**config.mk**
```make
export PLATFORM = sky130hd
export DESIGN_NAME = ochd_cordic_stage
export DESIGN_NICKNAME = d
export VERILOG_FILES = /design/src/ochd_pkg.sv /design/src/ochd_cordic_stage.sv
export SDC_FILE = /design/constraint.sdc
export NUM_CORES = 1
export LEC_CHECK = 0
export BUFFER_PORTS_ARGS = -buffer_cell sky130_fd_sc_hd__buf_2
export CAP_MARGIN = 5
export CORE_UTILIZATION = 30
export DETAILED_ROUTE_END_ITERATION = 12
export GPL_TIMING_DRIVEN = 0
export HOLD_SLACK_MARGIN = 0.12
export PLACE_DENSITY_LB_ADDON = 0.08
export SLEW_MARGIN = 20
export SYNTH_ARGS = -nofsm -noshare
export SYNTH_HDL_FRONTEND = slang
export SYNTH_SLANG_ARGS = --single-unit
```
**constraint.sdc**
```tcl
create_clock -name clk_i -period 0.8 [get_ports clk_i]
set_clock_uncertainty 0.2 [all_clocks]
set_input_delay 0.12 -clock clk_i [delete_from_list [all_inputs] [get_ports clk_i]]
set_output_delay 0.12 -clock clk_i [all_outputs]
set_load 0.1 [all_outputs]
```
**src/ochd_pkg.sv**
```systemverilog
// ----------------------------------------------------------------------------
// ochd_pkg: shared types and constants for the compass heading core
// Widths, CORDIC arctangent table, scaling constants, register codes and the
// per-stage data record that travels down the pipeline.
// ----------------------------------------------------------------------------
package ochd_pkg;

  localparam int unsigned TableLen        = 24;
  localparam int unsigned CordicStagesDef = 16;

  localparam int unsigned AxisW = 16;
  localparam int unsigned VecW  = 36;  // |X|,|Y| stay below 2^33 with CORDIC gain
  localparam int unsigned AngW  = 34;  // angle in 2^-32 turn, sum of table fits
  localparam int unsigned MagW  = 32;  // |angle| after clamp to half a turn
  localparam int unsigned RadW  = 16;
  localparam int unsigned DegW  = 15;
  localparam int unsigned PiW   = 31;
  localparam int unsigned DsW   = 6;

  localparam int unsigned AddrW = 4;
  localparam int unsigned DataW = 32;

  // round(atan(2^-i) / (2 pi) * 2^32)
  localparam logic [29:0] AtanTurn [TableLen] = '{
    30'd536870912, 30'd316933406, 30'd167458907, 30'd85004756,
    30'd42667331,  30'd21354465,  30'd10679838,  30'd5340245,
    30'd2670163,   30'd1335087,   30'd667544,    30'd333772,
    30'd166886,    30'd83443,     30'd41722,     30'd20861,
    30'd10430,     30'd5215,      30'd2608,      30'd1304,
    30'd652,       30'd326,       30'd163,       30'd81
  };

  localparam logic signed [AngW-1:0] HalfTurn    = 34'sh0_8000_0000;
  localparam logic signed [AngW-1:0] QuarterTurn = 34'sh0_4000_0000;

  localparam logic [PiW-1:0]  PiQ29    = 31'd1686629713;  // round(pi * 2^29)
  localparam logic [DsW-1:0]  DegScale = 6'd45;           // 11520 / 2^31 = 45 / 2^23
  localparam logic [RadW-1:0] RadMax   = 16'd25736;
  localparam logic [DegW-1:0] DegMax   = 15'd11520;

  typedef enum logic [1:0] {
    RegOffsetX = 2'd0,
    RegOffsetY = 2'd1,
    RegOffsetZ = 2'd2
  } ochd_reg_e;

  typedef struct packed {
    logic [AxisW-1:0] x;
    logic [AxisW-1:0] y;
    logic [AxisW-1:0] z;
  } ochd_offs_t;

  typedef struct packed {
    logic                   zero;
    logic signed [VecW-1:0] x;
    logic signed [VecW-1:0] y;
    logic signed [AngW-1:0] ang;
    logic [AxisW-1:0]       cx;
    logic [AxisW-1:0]       cy;
    logic [AxisW-1:0]       cz;
  } ochd_vec_t;

endpackage

```
**src/ochd_cordic_stage.sv**
```systemverilog
// ----------------------------------------------------------------------------
// ochd_cordic_stage: one vectoring CORDIC iteration
// Rotate towards the X axis by atan(2^-STAGE) and register the result.
// ----------------------------------------------------------------------------
module ochd_cordic_stage import ochd_pkg::*; #(
  parameter int unsigned STAGE = 0
) (
  input  logic      clk_i,
  input  logic      rst_ni,
  input  logic      valid_i,
  input  ochd_vec_t data_i,
  output logic      valid_o,
  output ochd_vec_t data_o
);

  localparam logic signed [AngW-1:0] Step = $signed({4'b0000, AtanTurn[STAGE]});

  logic                   valid_q;
  ochd_vec_t              data_q, data_d;
  logic signed [VecW-1:0] dx, dy;

  assign dx = data_i.y >>> STAGE;
  assign dy = data_i.x >>> STAGE;

  always_comb begin
    data_d = data_i;
    if (!data_i.y[VecW-1]) begin
      data_d.x   = data_i.x + dx;
      data_d.y   = data_i.y - dy;
      data_d.ang = data_i.ang + Step;
    end else begin
      data_d.x   = data_i.x - dx;
      data_d.y   = data_i.y + dy;
      data_d.ang = data_i.ang - Step;
    end
  end

  always_ff @(posedge clk_i or negedge rst_ni) begin
    if (!rst_ni) begin
      valid_q <= 1'b0;
    end else begin
      valid_q <= valid_i;
    end
  end

  always_ff @(posedge clk_i) begin
    data_q <= data_d;
  end

  assign valid_o = valid_q;
  assign data_o  = data_q;

endmodule

```
After elaboration in Yosys (flattened, before gate mapping):

Cells that the tools add are included.

* word-level logic and storage cells: 14
* output and inout port bits: 156
* register bits: 156
* input port bits: 158

* $add $sub $neg: 5
* muxes and demuxes: 1

Operator list (number)
* 2-to-1 mux 106 bit: 1
* subtractor 36 bit: 2
* adder 36 bit: 1
* adder 34 x 31 -> 34 bit (second input constant): 1
* subtractor 34 x 31 -> 34 bit (second input constant): 1

Depth between registers and ports, before layout:

* word-level depth: 2
* mapped depth: 12
* depth with buffers taken out: 12

Least setup slack after synthesis:

No wires, ideal clock.

* path kind: input to register
* from: in data_i[97] in the netlist's numbering
* to: reg data_q (netlist bit data_o[146])
* slack: -1.915 ns
* arrival time: 2.385 ns
* data required time: 0.470 ns
* buffers on the path: 1
* library setup time: 0.130 ns
* cell stages on the path: 12
* cells stage by stage: inv_1 -> ha_1 -> buf_6 -> a21oi_4 -> o21ai_2 -> a211o_1 -> o221a_1 -> a221o_1 -> a221o_1 -> a21o_1 -> a211oi_2 -> xnor2_1

RTL lines
* start: declaration: RTL line ochd_cordic_stage.sv:11 `input ochd_vec_t data_i,`
* end signal: assignment: RTL line ochd_cordic_stage.sv:47 `data_q <= data_d;`
* end: declaration: RTL line ochd_cordic_stage.sv:19 `ochd_vec_t data_q, data_d;`

==> results.py <==
metrics = {
    "power_and_ir_drop": {
        "power_frac_seq": 0.248,
        "p_int_mw": 22.2,
        "power_switching_mw": 18.6,
        "p_leak_nw": 8.32,
        "clkPwrFrac": 0.195,
        "ir_worst_vdd_mv": 1.60,
        "power.density_nw_per_um2": 2110,
        "pwr-share-comb": 0.557,
        "finalPower_mw": 40.7,
        "switching_share": 0.456,
    },
    "synth": {
        "netlist-cell-type-count": 77,
        "synthTopCellsByArea": "dfxtp_1, ha_1, a21oi_1",
        "synthMuxAreaShare": 0.0126,
        "synth_compound_area_frac": 0.245,
        "synth.largest_area_cell": "dfxtp_1",
        "synth_xor_area_frac": 0.0660,
        "synthAdderAreaFrac": 0.155,
        "ys.flop_type": "dfxtp_1",
        "synth-seq-cells": 155,
        "yosysWarnings": 0,
        "yosysMostFrequentCell": "dfxtp_1",
        "syn_area_um2": 9560,
        "synth_top_area_share": 0.322,
        "syn_area_per_cell_um2": 8.42,
        "synth_top_family_by_area": "compound AO/OA/AOI/OAI gates",
        "syn_nets": 1410,
        "synthArstFlopShare": 0.00645,
        "synthCells": 1136,
        "synthSimpleGateAreaFrac": 0.129,
        "yosysSeqAreaShare": 0.325,
        "synth_edf_count": 0,
        "synth_commonest_cells": "dfxtp_1, a21oi_1, ha_1",
    },
    "sta": {
        "fin_crit_sh": 3.21,
        "hold_violations": 12,
        "fin_crit_ns": 2.57,
        "fin_ws_ns": -1.77,
        "fmax_mhz": 389,
        "rsz0062_at_grt": "yes",
        "slew_violations": 0,
        "slew_headroom": 0.341,
        "worst_slew_pin_slew_ns": 0.989,
        "hold_slack_ns": -0.307,
        "fin_tns_setup_ns": -169.59,
        "setup_viol": 230,
    },
    "finish": {
        "layout.nets": 1943,
        "area_delta_synth_final_pct": 102,
        "n_fill_cell": 2415,
        "final_area_um2": 19300,
        "layout-drive-gt1-share": 0.559,
        "multi_input_area_um2": 7560,
        "diodes": 0,
        "ff_latch_area_um2": 3690,
        "utilization": 0.622,
        "stdcell_count": 2078,
    },
    "cts": {
        "cts_max_path_buffers": 2,
        "cts_root_buffer": "clkbuf_16",
        "clkTransAtPathRegs_ns": 0.06,
        "cts_num_sinks": 155,
        "htree_levels": 4,
        "cts-buffers-inserted": 17,
        "cts_tree": "built",
    },
    "place": {
        "dpl.hpwl_um": 30400,
        "placed_area_um2": 13000,
        "place_congestion": 0.905,
        "port_buffers": 313,
        "placed_cells_incl_taps": 1845,
    },
    "floorplan": {
        "die_x_um": 181,
        "start_util": 0.309,
        "rows": 64,
        "die_y_um": 181,
        "ios": 314,
        "core_um2": 31000,
        "die_area_um2": 32600,
    },
    "global_routing": {
        "grt_usage": 0.269,
        "first_global_vias": 10800,
        "grt_pass1_wl_um": 66400,
        "overflow": 0,
        "grt_max_degree": 17,
        "antenna_found_initial": 0,
    },
    "worst_hold_path": {
        "hp-class": "in -> reg",
    },
    "detailed_routing": {
        "finalWirelength_um": 44800,
        "vias_per_cell": 5.14,
        "ant_nets": 0,
        "wl_per_cell_um": 21.6,
        "dr.pass1.iters": 5,
        "drt_iter0_drc": 766,
        "via_count": 10700,
        "route.detailed.drc": 0,
    },
    "setup_path": {
        "criticalPathCategory": "in -> reg",
        "arrival_ns": 2.74,
        "critPathLaunchType": "input port",
        "endpoint_kind": "register",
        "path_max_fanout": 5,
        "crit_required_ns": 0.97,
    },
    "run_status": {
        "status": "finished, violations left",
        "violations": "hold timing, setup timing",
    },
    "flow_run": {
        "cap_violations": 0,
    },
}
[worst paths after layout]
check | slack (ns) | startpoint | end | cells after the start
min | -0.31 | data_i[153] | data_o[117] | 2
min in group asynchronous | -0.21 | rst_ni | valid_o | 2
max | -1.77 | data_i[118] | data_o[146] | 14
max in group asynchronous | 0.51 | rst_ni | valid_o | 2
[logic make-up after synthesis]
logic type / Yosys count
flops: 155
compound gates: 365
mux: 12
simple gates: 254
xor+xnor: 72
buf+inv: 162
fa+ha+maj: 116
[layer usage]
metal,up-vias,global-route usage,share of wire
li1,5010,-,-
met1,5095,0.316,0.39
met2,475,0.470,0.50
met3,103,0.0554,0.063
met4,0,0.120,0.043
met5,-,0,0
[stage by stage]
step | setup WS (ns) | hold WS [ns]
after CTS | -1.78 | -0.341
after floorplan | -1.74 | -0.376
after global routing | -1.84 | -0.306
after detailed placement | -2.70 | -0.304
after global placement | -2.70 | -0.306
final | -1.77 | -0.307
[power by group through the flow]
stage | registers (mW) | clock network, mW | logic [mW]
CTS | 10.1 | 8.14 | 21.3
global placement | 9.52 | 0 | 16.2
detailed placement | 9.54 | 0 | 16.2
floorplan | 17.9 | 0 | 4.60
finish | 10.1 | 7.95 | 22.7
global route | 10.3 | 8.55 | 23.4
[cells in the final DEF (no fill, tap or decap), types with 29 or more instances in the layout]
cell type	netlist	layout
inv_1	109	81
xnor2_1	59	46
a21oi_2	0	41
dfxtp_4	0	154
buf_2	8	136
a21o_1	30	29
buf_6	2	44
buf_4	2	100
ha_1	112	81
buf_12	0	163
a21oi_1	135	82
nor2_1	86	70
nand2_1	52	46
dlygate4sd3_1	0	81
[flip-flops by register name, summed over array words and instances (netlist names)]
| register | count |
|---|---|
| data_o | 154 |
| valid_o | 1 |
[layout make-up]
class	instances	area share
buffer	43	0.0229
clock buffer	21	0.0229
clock inverter	11	0.00584
inverter	113	0.0258
multi-input combinational	819	0.392
sequential	155	0.191
tap	396	0.0257
timing repair buffer	520	0.313
[worst max-delay path, stage by stage]
cell and delay [ns]:
buf_12 0.08, ha_4 0.12, inv_2 0.04, fa_2 0.39, o21ba_4 0.24, nor4_4 0.31
o31ai_4 0.10, a211oi_2 0.22, buf_4 0.16, nand4b_4 0.16, nand2_4 0.09, o311a_1 0.31
a211oi_2 0.24, xnor2_1 0.15
[timing repair]
item / CTS / global route
hold buffers: 81 / 1
setup endpoints to repair: 229 / 230
setup buffers: 80 / 55
resized for setup: 850 / 173
endpoints found under the hold margin: 117 / 42
pin swaps: 103 / 113
cloned: 0 / 1
(Power assumes the default switching activity.)
