### src/ochd_pkg.sv
// ----------------------------------------------------------------------------
// ochd_pkg: shared types and constants for the compass heading core
// Widths, CORDIC arctangent table, scaling constants, register codes and the
// per-stage data record that travels down the pipeline.
// ----------------------------------------------------------------------------
package ochd_pkg;

  localparam int unsigned TableLen        = 24;
  localparam int unsigned CordicStagesDef = 16;

  localparam int unsigned AxisW = 16;
  localparam int unsigned VecW  = 36;  // |X|,|Y| stay below 2^33 with CORDIC gain
  localparam int unsigned AngW  = 34;  // angle in 2^-32 turn, sum of table fits
  localparam int unsigned MagW  = 32;  // |angle| after clamp to half a turn
  localparam int unsigned RadW  = 16;
  localparam int unsigned DegW  = 15;
  localparam int unsigned PiW   = 31;
  localparam int unsigned DsW   = 6;

  localparam int unsigned AddrW = 4;
  localparam int unsigned DataW = 32;

  // round(atan(2^-i) / (2 pi) * 2^32)
  localparam logic [29:0] AtanTurn [TableLen] = '{
    30'd536870912, 30'd316933406, 30'd167458907, 30'd85004756,
    30'd42667331,  30'd21354465,  30'd10679838,  30'd5340245,
    30'd2670163,   30'd1335087,   30'd667544,    30'd333772,
    30'd166886,    30'd83443,     30'd41722,     30'd20861,
    30'd10430,     30'd5215,      30'd2608,      30'd1304,
    30'd652,       30'd326,       30'd163,       30'd81
  };

  localparam logic signed [AngW-1:0] HalfTurn    = 34'sh0_8000_0000;
  localparam logic signed [AngW-1:0] QuarterTurn = 34'sh0_4000_0000;

  localparam logic [PiW-1:0]  PiQ29    = 31'd1686629713;  // round(pi * 2^29)
  localparam logic [DsW-1:0]  DegScale = 6'd45;           // 11520 / 2^31 = 45 / 2^23
  localparam logic [RadW-1:0] RadMax   = 16'd25736;
  localparam logic [DegW-1:0] DegMax   = 15'd11520;

  typedef enum logic [1:0] {
    RegOffsetX = 2'd0,
    RegOffsetY = 2'd1,
    RegOffsetZ = 2'd2
  } ochd_reg_e;

  typedef struct packed {
    logic [AxisW-1:0] x;
    logic [AxisW-1:0] y;
    logic [AxisW-1:0] z;
  } ochd_offs_t;

  typedef struct packed {
    logic                   zero;
    logic signed [VecW-1:0] x;
    logic signed [VecW-1:0] y;
    logic signed [AngW-1:0] ang;
    logic [AxisW-1:0]       cx;
    logic [AxisW-1:0]       cy;
    logic [AxisW-1:0]       cz;
  } ochd_vec_t;

endpackage

### src/ochd_regs.sv
// ----------------------------------------------------------------------------
// ochd_regs: offset register file
// APB-style write and read of the three hard-iron offsets.
// ----------------------------------------------------------------------------
module ochd_regs import ochd_pkg::*; (
  input  logic             clk_i,
  input  logic             rst_ni,
  input  logic             psel,
  input  logic             penable,
  input  logic             pwrite,
  input  logic [AddrW-1:0] paddr,
  input  logic [DataW-1:0] pwdata,
  output logic [DataW-1:0] prdata,
  output logic             pready,
  output ochd_offs_t       offs_o
);

  ochd_offs_t offs_q, offs_d;
  logic       wr_en;

  assign pready = 1'b1;
  assign wr_en  = psel & penable & pwrite;

  always_comb begin
    offs_d = offs_q;
    if (wr_en) begin
      unique case (paddr[3:2])
        RegOffsetX: offs_d.x = pwdata[AxisW-1:0];
        RegOffsetY: offs_d.y = pwdata[AxisW-1:0];
        RegOffsetZ: offs_d.z = pwdata[AxisW-1:0];
        default:    offs_d   = offs_q;
      endcase
    end
  end

  always_ff @(posedge clk_i or negedge rst_ni) begin
    if (!rst_ni) begin
      offs_q <= '0;
    end else begin
      offs_q <= offs_d;
    end
  end

  always_comb begin
    unique case (paddr[3:2])
      RegOffsetX: prdata = {{(DataW-AxisW){1'b0}}, offs_q.x};
      RegOffsetY: prdata = {{(DataW-AxisW){1'b0}}, offs_q.y};
      RegOffsetZ: prdata = {{(DataW-AxisW){1'b0}}, offs_q.z};
      default:    prdata = '0;
    endcase
  end

  assign offs_o = offs_q;

endmodule

### config.mk
export PLATFORM = sky130hd
export DESIGN_NAME = ochd_regs
export DESIGN_NICKNAME = d
export VERILOG_FILES = /design/src/ochd_pkg.sv /design/src/ochd_regs.sv
export SDC_FILE = /design/constraint.sdc
export NUM_CORES = 1
export LEC_CHECK = 0
export BUFFER_PORTS_ARGS = -buffer_cell sky130_fd_sc_hd__buf_2
export CORE_MARGIN = 2
export CORE_UTILIZATION = 40
export CTS_BUF_LIST = sky130_fd_sc_hd__clkbuf_8
export DETAILED_ROUTE_END_ITERATION = 10
export PLACE_DENSITY = 0.69
export SYNTH_ARGS = -nofsm -noshare
export SYNTH_HDL_FRONTEND = slang
export SYNTH_SLANG_ARGS = --single-unit
export TNS_END_PERCENT = 1
### constraint.sdc
create_clock -name clk_i -period 1.82 [get_ports clk_i]
set_input_delay 0.273 -clock clk_i [delete_from_list [all_inputs] [get_ports clk_i]]
set_output_delay 0.273 -clock clk_i [all_outputs]
set_load 0.005 [all_outputs]
==> After elaboration in Yosys (flattened, before gate mapping) <==
Index checks and enable logic that the tools add are counted.
{ "word_totals": {"ff_bits": 48, "latchBits": 0, "ram_bits": 0, "romBits": 0, "wordCells": 12, "mem_count": 0, "out_inout_bits": 81, "inputBits": 41} }
{ "op_classes": {"n_lt_le_gt_ge": 0, "div_mod_pow": 0, "n_bitwise": 2, "n_shift": 0, "n_eq_ne": 2, "n_mul": 0, "reduce_logical": 4, "add_sub_neg": 0, "mux": 1} }
{ "op_table": {"columns": ["op", "count"], "rows": [
  ["case mux 16 bit (3 select lines)", 1],
  ["AND reduction 2 bit", 3],
  ["bitwise AND 1 bit", 2],
  ["== test 2 x 1 -> 1 bit (second input constant)", 1],
  ["== test 2 bit (second input constant)", 1],
  ["zero test 2 bit", 1]
]} }

==> Logic depth before layout (Yosys ltp) <==
{ "depth": {"word_depth": 3, "depth_mapped": 5, "mapped_depth_nobuf": 3} }

==> Least setup slack after synthesis <==
OpenSTA, ideal clock, no wires.
{ "synth_path": {"kind": "input to register", "startpoint": "in paddr[3]", "endpoint": "reg offs_q (netlist bit offs_o[10])", "slack_ps": 319, "t_arrival_ps": 1376, "required_ps": 1695, "stages": 4, "n_path_buf": 2, "setup_ps": 125, "path_cell_list": "buf_2 > nor3b_2 > buf_4 > mux2_2"} }
{ "synth_between": {"elab_chain_cells": 2} }
{ "synth_lines": {"columns": ["element", "line_no", "rtl"], "rows": [
  ["from (decl)", "ochd_regs.sv:11", "input logic [AddrW-1:0] paddr,"],
  ["== test 2 bit", "ochd_regs.sv:27", "unique case (paddr[3:2])"],
  ["AND reduction 2 bit (no line)", null, null],
  ["to (signal assigned)", "ochd_regs.sv:40", "offs_q <= offs_d;"],
  ["to (decl)", "ochd_regs.sv:18", "ochd_offs_t offs_q, offs_d;"]
]} }
No other way between the ends.
A chain may end at the register's enable or synchronous reset.

==> Worst setup path in the final report <==
{ "layout_path": {"startpoint": "in paddr[2]", "endpoint": "out prdata[3]"} }
{ "layout_between": {"elab_chain_cells": 2, "elab_cells_between_ends": 4, "classes_between": "eq/ne (2); mux (1); reduce/logical (1)"} }
{ "layout_lines": {"columns": ["element", "line_no", "rtl"], "rows": [
  ["== test 2 bit (tied with other cells)", "ochd_regs.sv:45", "unique case (paddr[3:2])"],
  ["case mux 16 bit (3 select lines) *", "ochd_regs.sv:45", null],
  ["to (decl)", "ochd_regs.sv:13", "output logic [DataW-1:0] prdata,"]
]} }
Mark *: on every way between the ends. The rest lies on a longest branch, timed or not.

==> results.py <==
metrics = {
    "outcome": {
        "outcome": "finished clean",
    },
    "clocking": {
        "clk_pin_slew_ns": 0.08,
        "root_buffer": "clkbuf_8",
        "ctsLongestPathBuffers": 2,
        "ctsResizeCount": 0,
        "clock_sinks": 48,
        "tritoncts": "built",
        "htreeDepth": 2,
        "postCtsSetupBuffers": 0,
        "cts_hold_buffers": 1,
        "numCtsBuffers": 5,
        "insertion_delay_ns": 0.30,
    },
    "die": {
        "start_util_pct": 41.8,
        "floorplan.rows": 27,
        "core_area_sq_um": 5570,
        "die_h_um": 80.4,
        "die_w_um": 80.4,
        "dieArea_sq_um": 6460,
        "ioPinCount": 122,
    },
    "power": {
        "seqPwrFrac_pct": 47.4,
        "switching_power_w": 0.000852,
        "p_leak_nw": 1.55,
        "netSwitchingFraction_pct": 27.0,
        "peakVddDrop_uv": 440,
        "p_comb_share_pct": 26.4,
        "total_power_w": 0.00316,
        "clkPwrFrac_pct": 26.2,
        "p_per_area_nw_per_um2": 1060,
        "power.internal_w": 0.00231,
    },
    "synthesis": {
        "avgSynthCellArea_sq_um": 13.1,
        "ys_seq_area_share_pct": 51.5,
        "syn_area_sq_um": 2330,
        "yosysUniqueCellTypes": 18,
        "yosysTopAreaCell": "dfrtp_1",
        "ys_top_cells_by_area": "dfrtp_1 52%, mux2_2 18%, mux2i_1 6.9%",
        "yosysWarnings": 0,
        "synth-seq-cells": 48,
        "synth_top_cell_area_share_pct": 51.5,
        "syn-instance-count": 178,
    },
    "sta": {
        "setup_tns_ns": 0,
        "rsz0062_at_grt": "false",
        "finalCritPeriodShare_pct": 89.5,
        "setup_violations": 0,
        "tightest_slew_ns": 0.548,
        "slew_headroom_pct": 63.5,
        "period_needed_ns": 1.63,
        "fmax_ghz": 0.614,
        "hold_slack_ns": 0.232,
        "layout_setup_ws_ns": 0.191,
        "hold_viol": 0,
        "drv_slew": 0,
        "finClkSkew_ns": 0,
    },
    "finish": {
        "antenna_cells": 0,
        "largest_reg_flops": 48,
        "stdcell_area_sq_um": 2970,
        "drive_above_1_share_pct": 57.3,
        "fin_nets": 314,
        "area_growth_pct": 27.2,
    },
    "drt": {
        "dr_wl_met2_mm": 2.54,
        "top_layer_used": "met4",
        "drc_errors": 0,
        "vias": 1632,
        "vias_per_cell": 4.72,
        "drt_iter0_drc": 73,
        "wl_met3_um": 253,
        "m1WireLength_mm": 2.33,
        "routed_wirelength_mm": 5.17,
        "wire_per_inst_um": 14.9,
        "ant_nets": 0,
        "drt_first_pass_iters": 3,
    },
    "critical_path": {
        "crit_fanout": 11,
        "r2r_end": "offs_o[11]",
        "crit_type": "input pin to output port",
        "end_kind": "output port",
        "cp.arrival_ns": 1.36,
        "timing.rr.start": "offs_o[11]",
        "reg2regPathDepth": 1,
        "required_ns": 1.55,
        "ff2ff_setup_slack_ns": 1.03,
        "worstSetupStartpointType": "input pin",
    },
    "worst_hold_path": {
        "hold_path_class": "input pin to flip-flop",
        "holdPathEnd": "offs_o[28]",
        "hold_path_startpoint": "pwdata[12]",
        "hold_depth": 2,
    },
    "global_routing": {
        "first_global_vias": 1586,
        "antenna_found_initial": 0,
        "grt.overflow.total": 0,
        "grt_pass1_wl_mm": 8.25,
        "grt.total_usage_pct": 16.9,
        "grt_max_degree": 27,
    },
    "placement": {
        "placed_cell_area_sq_um": 2830,
        "gp_congestion": 0.706,
        "hpwl_mm": 3.90,
        "place_ws_ns": 0.169,
        "port_buffers": 86,
    },
    "run": {
        "cap_violations": 0,
    },
}
[power groups by stage]
| stage | sequential [W] | combinational [W] | clock [W] |
|---|---|---|---|
| 2_1_floorplan | 0.00152 | 0.000416 | 0 |
| 3_3_place_gp | 0.00151 | 0.000830 | 0 |
| 3_5_place_dp | 0.00152 | 0.000849 | 0 |
| 4_1_cts | 0.00150 | 0.000852 | 0.000845 |
| 5_1_grt | 0.00154 | 0.000927 | 0.000898 |
| 6_report | 0.00150 | 0.000835 | 0.000826 |
[cells in the final DEF (no fill, tap or decap), types with 2 or more instances in the layout]
| master | Yosys | layout |
|---|---|---|
| clkbuf_8 | 0 | 7 |
| mux2i_1 | 16 | 16 |
| conb_1 | 2 | 17 |
| mux2_4 | 10 | 10 |
| dfrtp_1 | 48 | 48 |
| buf_12 | 0 | 2 |
| mux2_2 | 38 | 38 |
| nand2_1 | 16 | 16 |
| buf_2 | 2 | 86 |
| buf_4 | 19 | 11 |
| o21ai_0 | 15 | 15 |
[layer usage]
metal  GRT usage, %  vias to the layer above
li1               -                      772
met2           28.4                       57
met4           4.07                        0
met1           22.2                      797
met3           3.60                        6
met5              0                        -
[cells in the mapped netlist, drive strengths merged]
cell type  count
nand3          1
buf           24
mux2i         16
o21ai         16
mux2          48
and2b          1
or3b           1
nor3b          1
nand2         16
conb           2
dfrtp         48
nor3           1
clkbuf         3
[worst max-delay path by stage]
stage          startpoint    endpoint  depth (start not counted)  slack (ns)
2_1_floorplan    paddr[3]  offs_o[10]                          4        0.32
3_3_place_gp     paddr[2]  prdata[15]                          6        0.19
5_1_grt          paddr[2]   prdata[9]                          6        0.05
3_5_place_dp     paddr[2]   prdata[8]                          6        0.17
6_report         paddr[2]   prdata[3]                          6        0.19
4_1_cts          paddr[2]   prdata[8]                          6        0.17
[worst max-delay path: stages]
cell and delay [ns]:
buf_2 0.20, and2b_1 0.39, buf_4 0.23, nand2_1 0.06, o21ai_0 0.06, buf_2 0.13
[area by class of cell]
cell class / instances / area, sq um
clock buffers: 7 / 96.3
clock inverters: 1 / 30.0
fillers: 499 / 2610
multi-input cells: 118 / 986
flip-flops and latches: 48 / 1200
well taps: 72 / 90.1
repair buffers: 100 / 563
[metrics by stage]
step	util, %	instances
3_5_place_dp	50.8	337
3_3_place_gp	50.8	337
2_1_floorplan	-	193
6_report	53.2	346
5_1_grt	53.2	346
4_1_cts	53.2	346
[logic make-up (layout without fill, tap and decap cells)]
group	after synthesis	count (layout)	synth area share, %
muxes	64	64	31.7
DFF	48	48	51.5
other	2	17	0.322
buffers and inverters	27	108	8.64
AOI/OAI and AO/OA	16	16	3.43
and+or+nand+nor	21	21	4.45
Note: power is estimated with default switching activity, not from simulation.
