<file path="src/ochd_pkg.sv">
// ----------------------------------------------------------------------------
// ochd_pkg: shared types and constants for the compass heading core
// Widths, CORDIC arctangent table, scaling constants, register codes and the
// per-stage data record that travels down the pipeline.
// ----------------------------------------------------------------------------
package ochd_pkg;

  localparam int unsigned TableLen        = 24;
  localparam int unsigned CordicStagesDef = 16;

  localparam int unsigned AxisW = 16;
  localparam int unsigned VecW  = 36;  // |X|,|Y| stay below 2^33 with CORDIC gain
  localparam int unsigned AngW  = 34;  // angle in 2^-32 turn, sum of table fits
  localparam int unsigned MagW  = 32;  // |angle| after clamp to half a turn
  localparam int unsigned RadW  = 16;
  localparam int unsigned DegW  = 15;
  localparam int unsigned PiW   = 31;
  localparam int unsigned DsW   = 6;

  localparam int unsigned AddrW = 4;
  localparam int unsigned DataW = 32;

  // round(atan(2^-i) / (2 pi) * 2^32)
  localparam logic [29:0] AtanTurn [TableLen] = '{
    30'd536870912, 30'd316933406, 30'd167458907, 30'd85004756,
    30'd42667331,  30'd21354465,  30'd10679838,  30'd5340245,
    30'd2670163,   30'd1335087,   30'd667544,    30'd333772,
    30'd166886,    30'd83443,     30'd41722,     30'd20861,
    30'd10430,     30'd5215,      30'd2608,      30'd1304,
    30'd652,       30'd326,       30'd163,       30'd81
  };

  localparam logic signed [AngW-1:0] HalfTurn    = 34'sh0_8000_0000;
  localparam logic signed [AngW-1:0] QuarterTurn = 34'sh0_4000_0000;

  localparam logic [PiW-1:0]  PiQ29    = 31'd1686629713;  // round(pi * 2^29)
  localparam logic [DsW-1:0]  DegScale = 6'd45;           // 11520 / 2^31 = 45 / 2^23
  localparam logic [RadW-1:0] RadMax   = 16'd25736;
  localparam logic [DegW-1:0] DegMax   = 15'd11520;

  typedef enum logic [1:0] {
    RegOffsetX = 2'd0,
    RegOffsetY = 2'd1,
    RegOffsetZ = 2'd2
  } ochd_reg_e;

  typedef struct packed {
    logic [AxisW-1:0] x;
    logic [AxisW-1:0] y;
    logic [AxisW-1:0] z;
  } ochd_offs_t;

  typedef struct packed {
    logic                   zero;
    logic signed [VecW-1:0] x;
    logic signed [VecW-1:0] y;
    logic signed [AngW-1:0] ang;
    logic [AxisW-1:0]       cx;
    logic [AxisW-1:0]       cy;
    logic [AxisW-1:0]       cz;
  } ochd_vec_t;

endpackage

</file>
<file path="src/ochd_scale.sv">
// ----------------------------------------------------------------------------
// ochd_scale: angle to radians and degrees
// Clamp and fold the angle, multiply by the unit scales, round half away
// from zero, clamp and restore the sign. Three register stages.
// ----------------------------------------------------------------------------
module ochd_scale import ochd_pkg::*; (
  input  logic             clk_i,
  input  logic             rst_ni,
  input  logic             valid_i,
  input  ochd_vec_t        data_i,
  output logic             valid_o,
  output logic [AxisW-1:0] cx_o,
  output logic [AxisW-1:0] cy_o,
  output logic [AxisW-1:0] cz_o,
  output logic [RadW-1:0]  rad_o,
  output logic [DegW-1:0]  deg_o
);

  localparam int unsigned ProdRadW = MagW + PiW;
  localparam int unsigned ProdDegW = MagW + DsW;

  logic [2:0] vld_q;

  // stage 1: clamp and magnitude
  logic signed [AngW-1:0] ang_c;
  logic [AngW-1:0]        ang_abs;
  logic [MagW-1:0]        mag_d, mag_q;
  logic                   neg_d, neg_q;
  logic [AxisW-1:0]       cx1_q, cy1_q, cz1_q;

  always_comb begin
    ang_c = data_i.ang;
    if (data_i.ang > HalfTurn)  ang_c = HalfTurn;
    if (data_i.ang < -HalfTurn) ang_c = -HalfTurn;
    ang_abs = ang_c[AngW-1] ? -ang_c : ang_c;
    mag_d   = data_i.zero ? '0 : ang_abs[MagW-1:0];
    neg_d   = ang_c[AngW-1] & ~data_i.zero;
  end

  // stage 2: scale products
  logic [ProdRadW-1:0] prad_q;
  logic [ProdDegW-1:0] pdeg_q;
  logic                neg2_q;
  logic [AxisW-1:0]    cx2_q, cy2_q, cz2_q;

  // stage 3: round, clamp, sign
  logic [ProdRadW:0]   srad;
  logic [ProdDegW:0]   sdeg;
  logic [RadW:0]       rad_raw;
  logic [DegW:0]       deg_raw;
  logic [RadW-1:0]     rad_mag;
  logic [DegW-1:0]     deg_mag;
  logic [RadW-1:0]     rad_q;
  logic [DegW-1:0]     deg_q;
  logic [AxisW-1:0]    cx3_q, cy3_q, cz3_q;

  always_comb begin
    srad    = {1'b0, prad_q} + ((ProdRadW+1)'(1) << 46);
    sdeg    = {1'b0, pdeg_q} + ((ProdDegW+1)'(1) << 22);
    rad_raw = srad[ProdRadW:47];
    deg_raw = sdeg[ProdDegW:23];
    rad_mag = (rad_raw > {1'b0, RadMax}) ? RadMax : rad_raw[RadW-1:0];
    deg_mag = (deg_raw > {1'b0, DegMax}) ? DegMax : deg_raw[DegW-1:0];
  end

  always_ff @(posedge clk_i or negedge rst_ni) begin
    if (!rst_ni) begin
      vld_q <= '0;
    end else begin
      vld_q <= {vld_q[1:0], valid_i};
    end
  end

  always_ff @(posedge clk_i) begin
    mag_q  <= mag_d;
    neg_q  <= neg_d;
    cx1_q  <= data_i.cx;
    cy1_q  <= data_i.cy;
    cz1_q  <= data_i.cz;

    prad_q <= {{PiW{1'b0}}, mag_q} * {{MagW{1'b0}}, PiQ29};
    pdeg_q <= {{DsW{1'b0}}, mag_q} * {{MagW{1'b0}}, DegScale};
    neg2_q <= neg_q;
    cx2_q  <= cx1_q;
    cy2_q  <= cy1_q;
    cz2_q  <= cz1_q;

    rad_q  <= neg2_q ? -rad_mag : rad_mag;
    deg_q  <= neg2_q ? -deg_mag : deg_mag;
    cx3_q  <= cx2_q;
    cy3_q  <= cy2_q;
    cz3_q  <= cz2_q;
  end

  assign valid_o = vld_q[2];
  assign cx_o    = cx3_q;
  assign cy_o    = cy3_q;
  assign cz_o    = cz3_q;
  assign rad_o   = rad_q;
  assign deg_o   = deg_q;

endmodule

</file>
<file path="config.mk">
export PLATFORM = sky130hd
export DESIGN_NAME = ochd_scale
export DESIGN_NICKNAME = d
export VERILOG_FILES = /design/src/ochd_pkg.sv /design/src/ochd_scale.sv
export SDC_FILE = /design/constraint.sdc
export NUM_CORES = 1
export LEC_CHECK = 0
export BUFFER_PORTS_ARGS = -buffer_cell sky130_fd_sc_hd__buf_2
export CAP_MARGIN = 25
export CORE_UTILIZATION = 56
export DETAILED_ROUTE_END_ITERATION = 12
export MAX_ROUTING_LAYER = met4
export PLACE_DENSITY = 0.79
export SLEW_MARGIN = 10
export SYNTH_ARGS = -nofsm -noshare
export SYNTH_HDL_FRONTEND = slang
export SYNTH_SLANG_ARGS = --single-unit
</file>
<file path="constraint.sdc">
create_clock -name clk_i -period 6.64 [get_ports clk_i]
set_clock_uncertainty 0.15 [all_clocks]
set_input_delay 0.332 -clock clk_i [delete_from_list [all_inputs] [get_ports clk_i]]
set_output_delay 0.332 -clock clk_i [all_outputs]
set_load 0.02 [all_outputs]
</file>
## Word-level counts from Yosys, hierarchy flattened

Index checks and enable logic that the tools add are counted.

| storage, ports and cells | value |
|---|---|
| input port bits | 158 |
| register bits after elaboration | 313 |

| operators by class | value |
|---|---|
| bitwise gates (word level) | 2 |
| multipliers | 2 |
| order comparisons | 4 |
| add/subtract/negate cells | 5 |
| mux-type cells | 7 |

Operator list:

| kind | number |
|---|---|
| $mux W34 | 2 |
| $add A63 B47 Y64 const B | 1 |
| $mul A32 B31 Y63 const B | 1 |
| $add A38 B23 Y39 const B | 1 |
| $mul A32 B6 Y38 const B | 1 |
| $gt A34 B33 Y1 const B | 1 |
| $lt A34 B32 Y1 const B | 1 |
| $mux W16 | 2 |
| $mux W32 | 1 |
| $neg A32 Y32 | 1 |
| $mux W15 | 2 |
| $gt A17 B15 Y1 const B | 1 |
| $gt A16 B14 Y1 const B | 1 |
| $neg A16 Y16 | 1 |
| $neg A15 Y15 | 1 |
| $and A1 B1 Y1 | 1 |
| $not A1 Y1 | 1 |

## Logic depth before layout (Yosys ltp)

Gate-level depths: netlist of run 1.

| depth | value |
|---|---|
| word-level depth | 5 |
| depth in mapped cells | 25 |
| depth with buffers taken out | 25 |

## Least setup slack after synthesis of run 1

OpenSTA, ideal clock, no wires.

| timing path | value |
|---|---|
| kind | reg-to-reg |
| start | register mag_q[27] |
| end | register prad_q[62] |
| data required time | 6,369 ps |
| setup time | 121 ps |
| cell stages (with the launch flop) | 22 |
| buffers on the path | 0 |
| setup slack | -129 ps |
| arrival time | 6,499 ps |
| cell sequence | dfxtp_1 -> inv_1 -> fa_1 -> fa_1 -> fa_1 -> inv_1 -> ha_1 -> fa_1 -> fa_1 -> fa_1 -> ha_1 -> ha_1 -> nand3_1 -> nor3_1 -> nand4_1 -> nor4_1 -> a221oi_2 -> o211ai_2 -> o21a_1 -> a211o_1 -> a21oi_1 -> xnor2_1 |

| between the ends | value |
|---|---|
| cells in the longest elaborated chain, start to end | 1 |

RTL lines:

| element | line | RTL |
|---|---|---|
| start, declared | ochd_scale.sv:27 | `logic [MagW-1:0] mag_d, mag_q;` |
| start signal, assigned | ochd_scale.sv:75 | `mag_q <= mag_d;` |
| $mul A32 B31 Y63 | ochd_scale.sv:81 | `prad_q <= {{PiW{1'b0}}, mag_q} * {{MagW{1'b0}}, PiQ29};` |
| end signal, assigned | ochd_scale.sv:81 |  |
| end, declared | ochd_scale.sv:41 | `logic [ProdRadW-1:0] prad_q;` |

Every way passes these cells.
A chain may end at the register's enable or synchronous reset.

## Worst setup path after layout of run 1

| timing path | value |
|---|---|
| start | register mag_q[13] |
| end | register prad_q[62] |

Same word-level chain as after synthesis.

==> reports/qor.txt, run 1 <==
Share of Yosys cell area claimed by the top area cell type -> 0.3198
Per-instance average area after synthesis -> 10.32 sq um
Clock slew at reported path FFs -> 0.06 ns
Setup WS pre-CTS -> -0.4765 ns
Critical path's slowest cell -> sky130_fd_sc_hd__fa_2
Sequential-to-total area share from yosys stat -> 0.1941
Number of H-tree levels -> 1
Last weighted congestion value of the routability-driven placer -> 0.9645
Die Y-Extent -> 214.8 microns
Required time at the endpoint of the critical path -> 6.97 ns
Outcome -> finished, violations left
Post-Syn Instances -> 2457
Count of different cell masters after synthesis -> 88
Total leakage power -> 16.81 nW
Hold depth -> 2
Measured slew at the worst slew-check pin -> 0.8147 ns
Iteration-0 DRC count of the detailed router -> 1259
Initial antenna violation count -> 1
Delay contributed by the slowest stage of the critical path -> 0.59 ns
First drt pass iteration count -> 5
Hold violation total from the final report -> 0
Power Dens Cells -> 436.2 nW/um^2
Worst-case register-to-register setup slack -> -0.11 ns
Synth-to-layout area growth -> 26.81%
Wire length of the first global-routing pass -> 107400 microns
Placeable core region -> 44410 sq um
Path type of the worst setup path -> register to register
Final critical-path share of the clock period -> 1.017
Slew headroom -> 0.4532
Buffers and inverters on the worst path -> 5
Most numerous cell in the Yosys netlist -> sky130_fd_sc_hd__inv_1
Type of destination of the critical path -> register
Master cell of the clock root buffer -> sky130_fd_sc_hd__clkbuf_16
Most frequent cell on the critical path -> sky130_fd_sc_hd__fa_1
Max Clock Freq -> 0.1481 GHz
Leading register cell type out of synthesis -> sky130_fd_sc_hd__dfxtp_1
CP startpoint kind -> register
Cell Area, Synth -> 25350 sq um
Cell total after placement -> 3455
Synth async-reset ratio -> 0.01224
Time the worst path needs with I/O delays and setup -> 6.752 ns
Share of layout cells above drive strength 1 -> 0.2500
Average via count per standard cell -> 5.398
Min-Delay Startpoint -> data_i[154]
Area enclosed by the die boundary -> 46120 sq um
Area leader, netlist -> sky130_fd_sc_hd__fa_1
Number of slew-limit violations in the final report -> 0
GR Util All Layers -> 0.3058
Count of non-filler cells in the finished layout -> 3609
Arrival time at the worst endpoint -> 7.09 ns
DRC violations left -> 0
Vias in the first global route -> 20813
Critical Path Stages -> 24
Cell types with the largest area share after synthesis -> sky130_fd_sc_hd__fa_1, sky130_fd_sc_hd__ha_1, sky130_fd_sc_hd__dfxtp_1, sky130_fd_sc_hd__inv_1, sky130_fd_sc_hd__xor2_1
Clock tree from TritonCTS -> built
Routed length per instance -> 19.34 microns
Setup violators final -> 9
# port buffers -> 165
Total number of vias -> 19483
Class of the most critical hold timing path -> input port to register
Ys Warns -> 0
Cells along the critical path -> buf_6 > buf_6 > fa_2 > buf_6 > fa_1 > inv_2 > fa_1 > inv_2 > ha_4 > fa_1 > fa_2 > fa_1 > ha_4 > ha_4 > a21o_1 > a21o_1 > a21oi_2 > o21ai_2 > a221oi_4 > o211ai_4 > o21a_1 > a211o_1 > a21oi_2 > xnor2_1
Launch instance of the worst register-to-register path -> mag_q[13]
Util after Layout -> 0.7238
Grt ovf -> 0
Detailed-route wire length -> 69810 microns
Post-route antenna net violation count -> 0
Final #Nets -> 3980
Kind of cell adding the most delay to the critical path -> adder cells
Synth cell count leaders -> sky130_fd_sc_hd__inv_1, sky130_fd_sc_hd__ha_1, sky130_fd_sc_hd__fa_1
Width of the die -> 214.8 microns
Max-cap violations -> 0
Worst-case setup margin in the final layout -> -0.1118 ns
Logic depth of the worst register-to-register path -> 24
Worst Hold Margin -> 0.02257 ns
Post-detailed-placement half-perimeter wirelength -> 55710 microns
Violations in the final reports -> setup timing
Clock buffer depth -> 3
Clock latency on the worst-skew pair -> 0.57 ns
Unrepaired setup endpoints after global routing -> yes
Final-layout setup total negative slack -> -0.5569 ns
Net count of the mapped netlist -> 3438
Maximum number of pins on one net before global-route repair -> 43
Fill cell count -> 2926
Largest fanout of any net on the critical path -> 4
Number of placed I/O pins -> 238
Worst vdd rail ir drop -> 494.6 uV
Initial cell density of the core -> 0.5708
Post-synth EDFFs -> 0
Num Clock Sinks -> 245
Capture point of the worst reg-to-reg path -> prad_q[62]
Seq cells post-synth -> 245
Number of rows in the core area -> 77
Terminating pin of the worst hold path -> mag_q[28]
TritonCTS buffer count -> 26
[worst register-to-register path: stages, from the launching register on]
cell	delay, ns
sky130_fd_sc_hd__dfxtp_4	0.37
sky130_fd_sc_hd__buf_6	0.12
sky130_fd_sc_hd__buf_6	0.12
sky130_fd_sc_hd__fa_2	0.37
sky130_fd_sc_hd__buf_6	0.13
sky130_fd_sc_hd__fa_1	0.51
sky130_fd_sc_hd__inv_2	0.05
sky130_fd_sc_hd__fa_1	0.51
sky130_fd_sc_hd__inv_2	0.05
sky130_fd_sc_hd__ha_4	0.23
sky130_fd_sc_hd__fa_1	0.49
sky130_fd_sc_hd__fa_2	0.59
sky130_fd_sc_hd__fa_1	0.45
sky130_fd_sc_hd__ha_4	0.30
sky130_fd_sc_hd__ha_4	0.21
sky130_fd_sc_hd__a21o_1	0.18
sky130_fd_sc_hd__a21o_1	0.19
sky130_fd_sc_hd__a21oi_2	0.16
sky130_fd_sc_hd__o21ai_2	0.10
sky130_fd_sc_hd__a221oi_4	0.47
sky130_fd_sc_hd__o211ai_4	0.16
sky130_fd_sc_hd__o21a_1	0.22
sky130_fd_sc_hd__a211o_1	0.30
sky130_fd_sc_hd__a21oi_2	0.14
sky130_fd_sc_hd__xnor2_1	0.13
[per-stage QoR]
stage	area, sq um	power (W)
3_3_place_gp	28830	0.009219
2_1_floorplan	25360	0.006777
6_report	32150	0.01402
3_5_place_dp	28830	0.009502
4_1_cts	31130	0.01204
5_1_grt	32150	0.01502
[registers in the layout, summed over array words and instances, names as in the netlist, 16 cells and up]
signal,flops
cx1_q,16
cx2_q,16
cx_o,16
cy1_q,16
cy2_q,16
cy_o,16
cz1_q,16
cz2_q,16
cz_o,16
mag_q,32
pdeg_q,16
prad_q,17
rad_o,16
[cell families (layout without fill, tap and decap cells)]
logic type      after synthesis  after routing  share of synthesized area
mux                           9              9                   0.003800
flops                       245            245                     0.1941
other cells                   0              1                          0
xor+xnor                    103            103                    0.03633
fa+ha+maj                   823            823                     0.5261
simple gates                370            370                    0.07319
compound gates              271            271                    0.07097
buf+inv                     636           1195                    0.09550
[report_power, final]
group          leakage, nW  total, W  internal (W)  switching (W)
Clock                0.410   0.00144      0.000831       0.000611
Combinational         14.3    0.0107       0.00520        0.00546
Sequential            2.09   0.00192       0.00171       0.000209
Total                 16.8    0.0140       0.00774        0.00628
[worst max path at each step]
| stage | start | to |
|---|---|---|
| after floorplan | mag_q[28] | prad_q[62] |
| after global placement | mag_q[10] | prad_q[62] |
| after detailed placement | mag_q[2] | prad_q[56] |
| after CTS | mag_q[14] | prad_q[62] |
| after global routing | mag_q[14] | prad_q[62] |
| final | mag_q[13] | prad_q[62] |
[repair_timing]
item	CTS	global route
gates resized for setup	134	145
gates cloned	0	0
setup endpoints to repair	16	15
hold endpoints to repair	78	0
hold buffers	80	0
setup buffers	7	23
pin swaps	90	125
[cell usage in the layout, fill, tap and decap left out, types with 49 or more instances in the layout]
master / count
sky130_fd_sc_hd__a21oi_1: 71
sky130_fd_sc_hd__buf_2: 165
sky130_fd_sc_hd__buf_4: 269
sky130_fd_sc_hd__dfxtp_1: 213
sky130_fd_sc_hd__dlygate4sd3_1: 80
sky130_fd_sc_hd__fa_1: 369
sky130_fd_sc_hd__ha_1: 340
sky130_fd_sc_hd__ha_4: 73
sky130_fd_sc_hd__inv_1: 569
sky130_fd_sc_hd__nand2_1: 101
sky130_fd_sc_hd__nor2_1: 92
sky130_fd_sc_hd__xnor2_1: 49
sky130_fd_sc_hd__xor2_1: 51
[per-layer routing]
metal | GRT usage | vias to the layer above | routed length [microns] | share of wire
met5 | - | - | 0 | 0
met4 | 0.08310 | 0 | 2596 | 0.037
met3 | 0.04883 | 173 | 5205 | 0.075
met2 | 0.5030 | 723 | 33140 | 0.47
met1 | 0.3921 | 9695 | 28860 | 0.41
li1 | - | 8892 | - | -
[final cells by class]
class,count,area [sq um],share of cell area
inverter,611,2297,0.07146
tap,592,740.7,0.02304
clock inverter,11,113.9,0.003542
antenna,1,2.502,0.00007785
clock buffer,34,742.0,0.02308
multi-input combinational,1576,19260,0.5993
timing repair buffer,539,3974,0.1236
sequential,245,5011,0.1559
Power figures use the tool's default switching activity.
==> run 2: changes to the inputs <==
--- a/config.mk
+++ b/config.mk
@@ -8,8 +8,8 @@
 export BUFFER_PORTS_ARGS = -buffer_cell sky130_fd_sc_hd__buf_2
 export CAP_MARGIN = 25
 export CORE_UTILIZATION = 56
+export CTS_CLUSTER_SIZE = 24
 export DETAILED_ROUTE_END_ITERATION = 12
-export MAX_ROUTING_LAYER = met4
 export PLACE_DENSITY = 0.79
 export SLEW_MARGIN = 10
 export SYNTH_ARGS = -nofsm -noshare
==> reports/qor.txt, run 2 (synthesis results as in run 1) <==
Outcome -> finished, violations left (unchanged)
Violations in the final reports -> setup timing (unchanged)
Total number of vias -> 19440 (was 19483)
Leading cell types in the layout, fill and taps excluded -> sky130_fd_sc_hd__inv_1, sky130_fd_sc_hd__fa_1, sky130_fd_sc_hd__ha_1, sky130_fd_sc_hd__buf_4, sky130_fd_sc_hd__dfxtp_1 (unchanged)
Worst Hold Margin -> 0.02231 ns (was 0.02257 ns)
Cells along the critical path -> buf_8 > fa_2 > fa_1 > inv_1 > fa_1 > inv_1 > ha_1 > fa_1 > fa_1 > fa_1 > ha_4 > ha_4 > a21o_1 > a21o_1 > a21oi_2 > o21ai_2 > a221oi_4 > o211ai_4 > o41ai_4 > o21bai_1 > a211oi_2 > nor2_1 (was buf_6 > buf_6 > fa_2 > buf_6 > fa_1 > inv_2 > fa_1 > inv_2 > ha_4 > fa_1 > fa_2 > fa_1 > ha_4 > ha_4 > a21o_1 > a21o_1 > a21oi_2 > o21ai_2 > a221oi_4 > o211ai_4 > o21a_1 > a211o_1 > a21oi_2 > xnor2_1)
Measured slew at the worst slew-check pin -> 0.8779 ns (was 0.8147 ns)
Number of placed I/O pins -> 238 (unchanged)
Largest fanout of any net on the critical path -> 5 (was 4)
Delay contributed by the slowest stage of the critical path -> 0.61 ns (was 0.59 ns)
N_diodes -> 0 (was 1)
Clock latency on the worst-skew pair -> 0.57 ns (about the same)
Sequential cell area in the final layout -> 5019 sq um (was 5011 sq um)
TritonCTS buffer count -> 25 (was 26)
Unrepaired setup endpoints after global routing -> yes (unchanged)
Iteration-0 DRC count of the detailed router -> 1252 (was 1259)
Time the worst path needs with I/O delays and setup -> 6.833 ns (was 6.752 ns)
Post-route antenna net violation count -> 0 (unchanged)
Arrival time at the worst endpoint -> 7.14 ns (was 7.09 ns)
Most flops, register -> mag_q (unchanged)
Post-detailed-placement half-perimeter wirelength -> 55110 microns (was 55710 microns)
Width of the die -> 214.8 microns (unchanged)
Power Dens Cells -> 430.8 nW/um^2 (was 436.2 nW/um^2)
Synth-to-layout area growth -> 26.16% (was 26.81%)
Portion of total power attributed to sequential cells -> 0.139 (was 0.137)
Initial antenna violation count -> 0 (was 1)
Routed length per instance -> 19.47 microns (was 19.34 microns)
Max-cap violations -> 0 (unchanged)
Internal Power -> 0.007584 W (was 0.007743 W)
Clock tree from TritonCTS -> built (unchanged)
Combinational Power Share -> 0.760 (was 0.761)
Die Y-Extent -> 214.8 microns (unchanged)
Required time at the endpoint of the critical path -> 6.95 ns (was 6.97 ns)
Switching share of power -> 0.4496 (was 0.4478)
Type of destination of the critical path -> register (unchanged)
Buffers and inverters on the worst path -> 3 (was 5)
GR Util All Layers -> 0.2935 (was 0.3058)
Total leakage power -> 16.75 nW (was 16.81 nW)
Setup WS pre-CTS -> -0.3707 ns (was -0.4765 ns)
Detailed-route wire length -> 70100 microns (was 69810 microns)
Final #Nets -> 3973 (was 3980)
Clock buffer depth -> 3 (unchanged)
Most common cell after layout, fill and taps aside -> sky130_fd_sc_hd__inv_1 (unchanged)
Maximum number of pins on one net before global-route repair -> 43 (unchanged)
Share of layout cells above drive strength 1 -> 0.2449 (was 0.2500)
Last weighted congestion value of the routability-driven placer -> 0.9748 (was 0.9645)
Class of the most critical hold timing path -> input port to register (unchanged)
Most frequent cell on the critical path -> sky130_fd_sc_hd__fa_1 (unchanged)
Path type of the worst setup path -> register to register (unchanged)
Max Clock Freq -> 0.1463 GHz (was 0.1481 GHz)
Num Clock Sinks -> 245 (unchanged)
Kind of cell adding the most delay to the critical path -> adder cells (unchanged)
Placeable core region -> 44410 sq um (unchanged)
Area enclosed by the die boundary -> 46120 sq um (unchanged)
Master cell of the clock root buffer -> sky130_fd_sc_hd__clkbuf_16 (unchanged)
Hold violation total from the final report -> 0 (unchanged)
Grt ovf -> 0 (unchanged)
Fill cell count -> 2907 (was 2926)
Vias in the first global route -> 20973 (was 20813)
Setup violators final -> 12 (was 9)
Number of H-tree levels -> 1 (unchanged)
Biggest regs -> mag_q x32, prad_q x17 (unchanged)
Wire length of the first global-routing pass -> 106800 microns (was 107400 microns)
# port buffers -> 165 (unchanged)
Worst-case setup margin in the final layout -> -0.1933 ns (was -0.1118 ns)
Area of combinational cells with multiple inputs -> 19190 sq um (was 19260 sq um)
Initial cell density of the core -> 0.5708 (unchanged)
Number of slew-limit violations in the final report -> 0 (unchanged)
Clock Power Share -> 0.101 (was 0.103)
DRC violations left -> 0 (unchanged)
Final critical-path share of the clock period -> 1.029 (was 1.017)
Worst vdd rail ir drop -> 509.0 uV (was 494.6 uV)
Average via count per standard cell -> 5.399 (was 5.398)
Slew headroom -> 0.4108 (was 0.4532)
First drt pass iteration count -> 5 (unchanged)
Number of flip-flops under the largest register name -> 32 (unchanged)
Critical path's slowest cell -> sky130_fd_sc_hd__fa_1 (was sky130_fd_sc_hd__fa_2)
Number of rows in the core area -> 77 (unchanged)
CP startpoint kind -> register (unchanged)
Switching power summed over all nets -> 0.006195 W (was 0.006280 W)
Clock slew at reported path FFs -> 0.06 ns (about the same)
run 2: changes by cell type in the layout (fill, tap and decap cells not counted), sizes merged:
cell         delta
dlygate4sd3     +2
bufinv          +1
diode           -1
inv             +2
buf             -9
clkinv          -1
clkinvlp        -2
run 2: repair_timing:
| action | 4_1_cts | 5_1_grt |
|---|---|---|
| endpoints found under the setup margin | 16 | 17 |
| hold endpoints to repair | 79 | 0 |
| hold buffers | 82 | 0 |
| setup buffers | 6 | 16 |
| pin swaps | 49 | 131 |
| resized for setup | 82 | 193 |
| cloned | 0 | 1 |
run 2: layout make-up:
| type | count | area share |
|---|---|---|
| multi-input cells | 1576 | 0.6001 |
| clock inverters | 11 | 0.004030 |
| repair buffers | 533 | 0.1229 |
| clock buffers | 33 | 0.02113 |
| flip-flops and latches | 245 | 0.1569 |
| well taps | 592 | 0.02316 |
| inverters | 611 | 0.07171 |
run 2: stage by stage:
stage | setup TNS [ns] | power, W | utilization | std cells | instance area, sq um
3_5_place_dp | -3.864 | 0.009534 | 0.6490 | 3454 | 28820
4_1_cts | -0.01799 | 0.01157 | 0.6935 | 3586 | 30800
5_1_grt | -3.419 | 0.01477 | 0.7201 | 3601 | 31980
3_3_place_gp | -1.942 | 0.009207 | 0.6490 | 3454 | 28820
6_report | -1.181 | 0.01378 | 0.7201 | 3601 | 31980
2_1_floorplan | 0 | 0.006777 | - | 2457 | 25360
run 2: layer usage:
layer | vias to the layer above | part of all wire | wire, microns | track usage
met1 | 9510 | 0.40 | 27960 | 0.3894
met5 | - | 0 | 0 | 0
li1 | 8873 | - | - | -
met3 | 223 | 0.082 | 5751 | 0.05096
met4 | 0 | 0.046 | 3191 | 0.09619
met2 | 834 | 0.47 | 33200 | 0.4876
run 2: final timing paths:
path                       startpoint    endpoint  slack [ns]  cells after the start
min in group asynchronous      rst_ni    vld_q[0]        0.51                      3
min reg2reg                  cz1_q[2]    cz2_q[2]        0.17                      0
min                        data_i[66]   mag_q[18]        0.02                      4
max                         mag_q[15]  prad_q[56]       -0.19                     22
max in group asynchronous      rst_ni    vld_q[2]        5.65                      3
max reg2reg                 mag_q[15]  prad_q[56]       -0.19                     22
run 2: worst register-to-register path: cells and delay by family (launching register included):
family	cells	cell delay [ns]
adder cells (fa/ha/maj)	9	3.87
buffers and inverters	3	0.28
AND/OR/NAND/NOR	1	0.06
flip-flops	1	0.40
AO/OA/AOI/OAI	9	1.99
run 2: power by group through the flow:
| stage | Combinational [W] | Sequential [W] | Clock (W) |
|---|---|---|---|
| after detailed placement | 0.00759 | 0.00194 | 0 |
| final | 0.0105 | 0.00192 | 0.00139 |
| after global placement | 0.00728 | 0.00193 | 0 |
| after floorplan | 0.00477 | 0.00200 | 0 |
| after global routing | 0.0113 | 0.00195 | 0.00148 |
| after CTS | 0.00825 | 0.00191 | 0.00141 |
==> run 3: changes to the inputs <==
--- a/config.mk
+++ b/config.mk
@@ -7,6 +7,7 @@
 export LEC_CHECK = 0
 export BUFFER_PORTS_ARGS = -buffer_cell sky130_fd_sc_hd__buf_2
 export CAP_MARGIN = 25
+export CORE_MARGIN = 5
 export CORE_UTILIZATION = 56
 export CTS_CLUSTER_SIZE = 24
 export DETAILED_ROUTE_END_ITERATION = 12
==> reports/qor.txt, run 3 (synthesis results as in run 1) <==
Outcome -> finished, violations left (unchanged)
Violations in the final reports -> setup timing (unchanged)
Worst-case setup margin in the final layout -> -0.2000 ns (was -0.1933 ns)
Final #Nets -> 3975 (was 3973)
Number of rows in the core area -> 78 (was 77)
TritonCTS buffer count -> 24 (was 25)
Capture point of the worst reg-to-reg path -> prad_q[56] (unchanged)
Num Clock Sinks -> 245 (unchanged)
Required time at the endpoint of the critical path -> 6.93 ns (was 6.95 ns)
Clock tree from TritonCTS -> built (unchanged)
Post-detailed-placement half-perimeter wirelength -> 54700 microns (was 55110 microns)
Arrival time at the worst endpoint -> 7.13 ns (was 7.14 ns)
Number of placed I/O pins -> 238 (unchanged)
Max-cap violations -> 0 (unchanged)
Die Y-Extent -> 222.8 microns (was 214.8 microns)
Launch instance of the worst register-to-register path -> mag_q[9] (was mag_q[15])
Number of flip-flops under the largest register name -> 32 (unchanged)
Final-layout setup total negative slack -> -1.158 ns (was -1.181 ns)
Number of H-tree levels -> 1 (unchanged)
Routed met3 length -> 5905 microns (was 5751 microns)
Type of destination of the critical path -> register (unchanged)
GR Util All Layers -> 0.2688 (was 0.2935)
Cell total after placement -> 3462 (was 3454)
Wire length of the first global-routing pass -> 107900 microns (was 106800 microns)
Final critical-path share of the clock period -> 1.030 (was 1.029)
Master cell of the clock root buffer -> sky130_fd_sc_hd__clkbuf_16 (unchanged)
Maximum number of pins on one net before global-route repair -> 43 (unchanged)
Met2 wire len -> 36080 microns (was 33200 microns)
Placeable core region -> 45090 sq um (was 44410 sq um)
CP startpoint kind -> register (unchanged)
Min-Delay Startpoint -> data_i[79] (was data_i[66])
Post-placement cell area -> 28850 sq um (was 28820 sq um)
Number of slew-limit violations in the final report -> 0 (unchanged)
Largest fanout of any net on the critical path -> 4 (was 5)
N_diodes -> 0 (unchanged)
Time the worst path needs with I/O delays and setup -> 6.840 ns (was 6.833 ns)
Uppermost layer routed -> met4 (unchanged)
Wire length the detailed router placed on met1 -> 28090 microns (was 27960 microns)
Width of the die -> 222.8 microns (was 214.8 microns)
Iteration-0 DRC count of the detailed router -> 1500 (was 1252)
Worst-case register-to-register setup slack -> -0.20 ns (was -0.19 ns)
Terminating pin of the worst hold path -> mag_q[31] (was mag_q[18])
Class of the most critical hold timing path -> input port to register (unchanged)
Grt ovf -> 0 (unchanged)
Most common cell after layout, fill and taps aside -> sky130_fd_sc_hd__inv_1 (unchanged)
Detailed-route wire length -> 74450 microns (was 70100 microns)
Clock buffer depth -> 3 (unchanged)
Summed area of non-filler cells in the final layout -> 32250 sq um (was 31980 sq um)
Clock latency on the worst-skew pair -> 0.55 ns (was 0.57 ns)
Area enclosed by the die boundary -> 49620 sq um (was 46120 sq um)
Vias in the first global route -> 20797 (was 20973)
Clock slew at reported path FFs -> 0.06 ns (about the same)
Count of non-filler cells in the finished layout -> 3610 (was 3601)
Initial antenna violation count -> 0 (unchanged)
Total leakage power -> 16.76 nW (was 16.75 nW)
Util after Layout -> 0.7153 (was 0.7201)
First drt pass iteration count -> 5 (unchanged)
Average via count per standard cell -> 5.498 (was 5.399)
Setup violators final -> 9 (was 12)
Measured slew at the worst slew-check pin -> 0.8607 ns (was 0.8779 ns)
Hold depth -> 3 (was 4)
Path type of the worst setup path -> register to register (unchanged)
Total number of vias -> 19848 (was 19440)
Hold violation total from the final report -> 0 (unchanged)
Share of layout cells above drive strength 1 -> 0.2591 (was 0.2449)
Biggest regs -> mag_q x32, prad_q x17 (unchanged)
DRC violations left -> 0 (unchanged)
Routed length per instance -> 20.62 microns (was 19.47 microns)
Unrepaired setup endpoints after global routing -> yes (unchanged)
Initial cell density of the core -> 0.5622 (was 0.5708)
Synth-to-layout area growth -> 27.23% (was 26.16%)
Post-route antenna net violation count -> 0 (unchanged)
Last weighted congestion value of the routability-driven placer -> 0.9742 (was 0.9748)
Max Clock Freq -> 0.1462 GHz (was 0.1463 GHz)
Leading cell types in the layout, fill and taps excluded -> sky130_fd_sc_hd__inv_1, sky130_fd_sc_hd__fa_1, sky130_fd_sc_hd__ha_1, sky130_fd_sc_hd__buf_4, sky130_fd_sc_hd__dfxtp_1 (unchanged)
Logic depth of the worst register-to-register path -> 25 (was 22)
Power Dens Cells -> 441.6 nW/um^2 (was 430.8 nW/um^2)
Slew headroom -> 0.4223 (was 0.4108)
Worst vdd rail ir drop -> 508.5 uV (was 509.0 uV)
# port buffers -> 165 (unchanged)
Most flops, register -> mag_q (unchanged)
run 3: cell count changes in the layout (fill, tap and decap cells not counted), moves of 3 or more:
cell,previous run,this run
sky130_fd_sc_hd__nand2_4,1,4
sky130_fd_sc_hd__ha_4,66,86
sky130_fd_sc_hd__nand2_2,6,3
sky130_fd_sc_hd__buf_4,261,278
sky130_fd_sc_hd__clkbuf_1,6,1
sky130_fd_sc_hd__dlygate4sd3_1,82,71
sky130_fd_sc_hd__ha_1,349,326
sky130_fd_sc_hd__ha_2,3,6
sky130_fd_sc_hd__a21oi_2,9,6
sky130_fd_sc_hd__dfxtp_2,4,7
sky130_fd_sc_hd__a21oi_4,0,3
run 3: worst max path at each step:
stage	startpoint	endpoint	cells after the start
after floorplan	mag_q[28]	prad_q[62]	21
after global placement	mag_q[17]	prad_q[62]	23
after global routing	mag_q[9]	prad_q[56]	25
after detailed placement	mag_q[10]	prad_q[56]	24
after CTS	mag_q[3]	prad_q[55]	24
final	mag_q[9]	prad_q[56]	25
run 3: layout make-up:
class | count | area, sq um
Sequential cell | 245 | 5015
Clock inverter | 12 | 111.4
Inverter | 611 | 2300
Fill cell | 2865 | 12830
Tap cell | 600 | 750.7
Clock buffer | 30 | 684.4
Multi-Input combinational cell | 1576 | 19490
Timing Repair Buffer | 536 | 3906
run 3: through the flow:
step / total power [W] / setup WS (ns) / hold WS [ns]
floorplan: 0.006777 / 0.01389 / -0.1136
global placement: 0.009211 / -0.3018 / -0.02507
detailed placement: 0.009522 / -0.4386 / -0.01740
CTS: 0.01177 / 0.00002931 / 0.001798
global route: 0.01526 / -0.4031 / 0.03403
finish: 0.01424 / -0.2000 / 0.007758
run 3: worst max-delay path: stages (launching register included):
cell and delay [ns]:
sky130_fd_sc_hd__dfxtp_4 0.39, sky130_fd_sc_hd__buf_6 0.12, sky130_fd_sc_hd__clkinvlp_4 0.14, sky130_fd_sc_hd__fa_1 0.57, sky130_fd_sc_hd__inv_1 0.06, sky130_fd_sc_hd__fa_1 0.52
sky130_fd_sc_hd__inv_1 0.08, sky130_fd_sc_hd__fa_1 0.58, sky130_fd_sc_hd__inv_1 0.07, sky130_fd_sc_hd__fa_1 0.48, sky130_fd_sc_hd__fa_1 0.58, sky130_fd_sc_hd__fa_1 0.48
sky130_fd_sc_hd__ha_4 0.31, sky130_fd_sc_hd__ha_4 0.19, sky130_fd_sc_hd__nand4_1 0.12, sky130_fd_sc_hd__nor3_2 0.06, sky130_fd_sc_hd__buf_4 0.13, sky130_fd_sc_hd__buf_4 0.12
sky130_fd_sc_hd__nand2_1 0.07, sky130_fd_sc_hd__o21ai_2 0.08, sky130_fd_sc_hd__a221oi_4 0.42, sky130_fd_sc_hd__o211ai_4 0.18, sky130_fd_sc_hd__o41ai_4 0.37, sky130_fd_sc_hd__o21bai_2 0.14
sky130_fd_sc_hd__a211oi_2 0.27, sky130_fd_sc_hd__nor2_1 0.06
run 3: per-layer routing:
layer / vias to the layer above / track usage
met5: - / 0
met3: 271 / 0.04426
met1: 9799 / 0.3554
met4: 0 / 0.08893
li1: 8873 / -
met2: 905 / 0.4536
run 3: power by group:
part	internal [W]	switching, W
clock	0.000774	0.000593
combinational	0.00536	0.00560
sequential	0.00171	0.000210
total	0.00784	0.00640
run 3: repair_timing:
item | in CTS | in global routing
setup endpoints to repair | 16 | 17
resized for setup | 104 | 194
hold buffers | 71 | 0
buffers inserted | 8 | 28
hold endpoints to repair | 72 | 0
pin swaps | 69 | 185
